==> config.mk <==
export PLATFORM = sky130hd
export DESIGN_NAME = rpj_cfg
export DESIGN_NICKNAME = d
export VERILOG_FILES = /design/src/hdl/rpj_pkg.sv /design/src/hdl/rpj_cfg.sv
export SDC_FILE = /design/constraint.sdc
export NUM_CORES = 1
export LEC_CHECK = 0
export BUFFER_PORTS_ARGS = -buffer_cell sky130_fd_sc_hd__buf_2
export CORE_MARGIN = 2
export CORE_UTILIZATION = 55
export CTS_BUF_LIST = sky130_fd_sc_hd__clkbuf_8
export DETAILED_ROUTE_END_ITERATION = 10
export PLACE_DENSITY = 0.86
export SYNTH_ARGS = -nofsm -noshare
export SYNTH_HDL_FRONTEND = slang
export SYNTH_SLANG_ARGS = --single-unit
==> constraint.sdc <==
create_clock -name clk -period 8.1 [get_ports clk]
set_clock_uncertainty 0.2 [all_clocks]
set_input_delay 1.215 -clock clk [delete_from_list [all_inputs] [get_ports clk]]
set_output_delay 1.215 -clock clk [all_outputs]
set_load 0.02 [all_outputs]
==> src/hdl/rpj_pkg.sv <==
// Shared saturating fixed-point helpers and register indexes for the reprojection core.
package rpj_pkg;

  localparam logic [1:0] IDX_INFO_00 = 2'd0;
  localparam logic [1:0] IDX_INFO_01 = 2'd1;
  localparam logic [1:0] IDX_INFO_10 = 2'd2;
  localparam logic [1:0] IDX_INFO_11 = 2'd3;
  localparam int NUM_INFO = 4;
  localparam int NUM_COLS = 10;

  function automatic logic signed [63:0] f_sat(input logic signed [63:0] x, input int w);
    logic signed [63:0] hi;
    logic signed [63:0] lo;
    hi = (64'sd1 <<< (w - 1)) - 64'sd1;
    lo = -hi - 64'sd1;
    if (x > hi) return hi;
    if (x < lo) return lo;
    return x;
  endfunction

  function automatic logic signed [63:0] f_add(input logic signed [63:0] a,
                                               input logic signed [63:0] b, input int w);
    return f_sat(a + b, w);
  endfunction

  function automatic logic signed [63:0] f_sub(input logic signed [63:0] a,
                                               input logic signed [63:0] b, input int w);
    return f_sat(a - b, w);
  endfunction

  function automatic logic signed [63:0] f_neg(input logic signed [63:0] a, input int w);
    return f_sat(-a, w);
  endfunction

  function automatic logic signed [63:0] f_dbl(input logic signed [63:0] a, input int w);
    return f_sat(a + a, w);
  endfunction

  // product rounded to nearest, ties away from zero
  function automatic logic signed [63:0] f_mul(input logic signed [63:0] a,
                                               input logic signed [63:0] b,
                                               input int w, input int f);
    logic [31:0] ma;
    logic [31:0] mb;
    logic [63:0] p;
    logic [63:0] r;
    logic        n;
    n  = a[63] ^ b[63];
    ma = a[63] ? 32'(-a) : 32'(a);
    mb = b[63] ? 32'(-b) : 32'(b);
    p  = ma * mb;
    r  = (p + (64'd1 << (f - 1))) >> f;
    return f_sat(n ? -$signed(r) : $signed(r), w);
  endfunction

endpackage

==> src/hdl/rpj_cfg.sv <==
// APB register file holding the square root information matrix.
module rpj_cfg import rpj_pkg::*; #(
  parameter int W = 32,
  parameter int F = 16
) (
  input  logic                clk,
  input  logic                rst,
  input  logic                psel,
  input  logic                penable,
  input  logic                pwrite,
  input  logic [3:0]          paddr,
  input  logic [31:0]         pwdata,
  output logic [31:0]         prdata,
  output logic                pready,
  output logic signed [W-1:0] info [NUM_INFO]
);

  logic [31:0] info_reg [NUM_INFO];

  always_ff @(posedge clk) begin
    if (rst) begin
      info_reg[IDX_INFO_00] <= 32'd1 << F;
      info_reg[IDX_INFO_01] <= '0;
      info_reg[IDX_INFO_10] <= '0;
      info_reg[IDX_INFO_11] <= 32'd1 << F;
    end else if (psel && penable && pwrite) begin
      info_reg[paddr[3:2]] <= pwdata;
    end
  end

  assign pready = 1'b1;
  assign prdata = info_reg[paddr[3:2]];

  always_comb begin
    for (int k = 0; k < NUM_INFO; k++) begin
      info[k] = W'(f_sat($signed(info_reg[k]), W));
    end
  end

endmodule

---- After elaboration in Yosys (flattened, before gate mapping) ----
Memory sizes are Yosys's and may differ from the RTL's.
Index checks and enable logic that the tools add are counted.
word-level totals
  output and inout port bits .............. 161
  memories kept ........................... 1
  flip-flop bits (word level) ............. 0
  memory bits (writable) .................. 128
  logic and storage cells ................. 48
  input port bits ......................... 41
memories
  name      words  width  read ports  clocked after memory_dff  write ports  line           text
  info_reg  4      32     5           0                         4            rpj_cfg.sv:18  logic [31:0] info_reg [NUM_INFO];
operators by class
  reduce and logical (&&, ||, !) cells .... 3
  mux-type cells .......................... 36
  $lt $le $gt $ge ......................... 8
operator list
  operator              number
  $mux 32               17
  $gt 32x32->1 const B  4
  $lt 32x32->1 const B  4
  $reduce_or 32->1      1
  $mux 1                18
  $logic_and 1x1->1     2
  $mux 2                1

---- Logic depth before layout (Yosys ltp) ----
  depth after elaboration ................. 7
  depth in mapped cells ................... 5
  mapped depth without buffers ............ 2

---- Worst setup path after synthesis ----
Ideal clock, no wire load.
  kind .................................... in2reg
  start ................................... input paddr[3]
  end ..................................... memory info_reg[0][0], enable pin
  arrival time ............................ 3.364 ns
  stages .................................. 5
  buffers on the path ..................... 3
  library setup time ...................... 0.428 ns
  path slack .............................. 4.108 ns
  data required time ...................... 7.472 ns
  cell sequence ........................... buf_2 > or2_1 > buf_2 > buf_6 > o21bai_1
RTL lines
  item             line           text
  start, declared  rpj_cfg.sv:11  input logic [3:0] paddr,
  end, declared    rpj_cfg.sv:18

---- Final worst setup path ----
  start ................................... input paddr[2]
  end ..................................... output prdata[24]
on the way
  cells in the longest elaborated chain, start to end .. 1
RTL lines
  item           line           text
  $mem_v2 4x32   --
  end, declared  rpj_cfg.sv:13  output logic [31:0] prdata,
Every way passes these cells.

==> reports/qor.csv <==
metric,value,unit
outcome,"finished, final reports clean",
DR iter-0 viols,217,
cts bufs inserted,17,
Layout Cells excl Fill,702,
syn avg cell area,12.5,sq um
# resized after CTS,0,
total power,1.57,mW
Critical Path RT,6.68,ns
Final setup viols,0,
critical path arrival,2.89,ns
final wirelength,14000,um
Max Slew Vio Count,0,
placed insts,670,
sw frac,27.1,%
Int Pwr,1.15,mW
Comb power frac,14.6,%
global-route wire length before repair,20800,um
switching pwr,0.425,mW
Crit path top cell by count,buf_2,
FP Rows,38,
Post-CTS Setup Inserts,0,
Synth Instances,493,
H-tree depth,4,
ANT cells,0,
share of cells above drive strength 1,44.0,%
number of global-route vias before repair,4039,
Setup crit start kind,primary input,
Syn Nets,534,
Core ar.,10900,sq um
P per Cell Area,222,nW/um^2
CP max stage delay,0.80,ns
measured slew at the worst slew-check pin,1.18,ns
post-route ant nets,0,
vias per inst,5.56,
area grow syn2layout,15.1,%
critical path peak fanout,36,
Static Leak,2.83,nW
hold buffer count at CTS,0,
DRC Markers,0,
first drt pass iteration count,5,
CP Capture Type,output pin,
vias,3902,
overall routing resource usage,23.7,%
hold_sp,pwdata[16],
antenna violations before repair,0,
CTS root buf,clkbuf_8,
Hold Path Cell Cnt,2,
number of flip-flops in the largest register,128,
minimum clock period,4.30,ns
largest net degree at the start of global routing,113,
Initial Util,56.5,%
Die Span Y,110,um
post-detail-place hpwl,8570,um
hold slack,0.890,ns
Crit-path slowest cell,buf_2,
MaxCap Viol Count,0,
crit-path cells,"buf_2, mux4_1, buf_2",
FMAX,232,MHz
unrepaired setup endpoints after global routing,no,
total clock sinks,128,
post-synthesis sequential area ratio,62.5,%
Synth Register Bits,128,
GPL Wtd Cong,0.763,
Hold Fails Final Rpt,0,
Reg power frac,50.2,%
VDD IR max,0.138,mV
DR WL/cell,19.9,um
die extent in x,110,um
CTS tree,done,
post-route setup TNS,0,ns
Clock transition at path regs,0.07,ns
IO buf count,198,
synth warn,0,
HP Class,primary input to flop,
CTS Buffer Depth,2,
worst relative slew slack,21.2,%
Synth cell types,18,
fillers,782,
Final nets,590,
GRT Residual Overflow,0,
Mapped Area,6150,sq um
Die ar.,12100,sq um
share of total power in the clock network,35.2,%
fin util,65.1,%
Tcrit/Tclk final,53.1,%
Hold Path End,info_reg[0][16],
I/O pin count,202,
kind of critical path,primary input to output pin,
## synthesized netlist by cell type
library cell,number,area [sq um]
or2_1,1,6.26
buf_2,22,110
or3_1,1,6.26
inv_1,32,120
edfxtp_1,128,3840
nand4b_4,1,23.8
nor2_1,31,116
conb_1,1,3.75
buf_6,7,78.8
mux4_2,9,203
and3_1,1,6.26
nand2b_1,3,18.8
o21bai_1,3,22.5
buf_4,1,7.51
mux4_1,23,604
a31o_2,1,8.76
clkbuf_1,133,499
nor3_1,95,475
## stage by stage
stage                     cell area, sq um  setup WS, ns
after global routing                  7080          3.69
after CTS                             7080          3.78
after floorplan                       6150          4.11
after detailed placement              6680          3.49
final                                 7080          3.80
after global placement                6680          3.55
## power groups by stage
stage | Combinational, mW | Clock, mW | Sequential, mW
after global routing | 0.245 | 0.587 | 0.793
final | 0.230 | 0.553 | 0.789
after detailed placement | 0.231 | 0 | 0.803
after global placement | 0.228 | 0 | 0.800
after CTS | 0.231 | 0.561 | 0.789
after floorplan | 0.172 | 0 | 0.795
## kinds of logic after synthesis
kind of cell	share of synthesized area, %
multiplexers	13.1
flip-flops	62.5
AND/OR/NAND/NOR	10.6
AO/OA/AOI/OAI	0.508
buffers and inverters	13.3
other	0.0609
## layer usage
metal / routed length, um / global-route usage, % / vias to the layer above
li1: - / - / 1773
met1: 5390 / 28.4 / 1917
met2: 7280 / 40.0 / 193
met3: 1140 / 7.47 / 19
met4: 168 / 8.95 / 0
met5: 0 / 0 / -
## final cells by class
type	count	area, sq um	area share, %
Clock inverter	15	170	2.40
Tap cell	140	175	2.47
Clock buffer	17	234	3.30
Timing Repair Buffer	200	1010	14.2
Inverter	32	120	1.70
Sequential cell	128	3840	54.3
Multi-Input combinational cell	170	1530	21.7
## critical path, delay by kind of cell
| kind | cells | cell delay, ns |
|---|---|---|
| buf+inv | 2 | 0.98 |
| mux | 1 | 0.67 |
## placed cells by master (no fill, tap or decap), types with 4 or more instances in the layout
cell type	n
buf_2	198
clkbuf_8	17
clkinv_2	4
clkinvlp_4	4
edfxtp_1	128
inv_1	32
mux4_1	23
mux4_2	9
nor2_1	31
nor3_1	95
## worst max path at each step
stage                     slack [ns]  cells past startpoint               to     start
after detailed placement        3.49                      3   info_reg[1][8]  paddr[2]
after CTS                       3.78                      3       prdata[24]  paddr[2]
after global routing            3.69                      3       prdata[26]  paddr[2]
final                           3.80                      3       prdata[24]  paddr[2]
after global placement          3.55                      3  info_reg[1][14]  paddr[2]
after floorplan                 4.11                      5   info_reg[0][0]  paddr[3]
No activity file was read; power rests on OpenSTA's default activity.
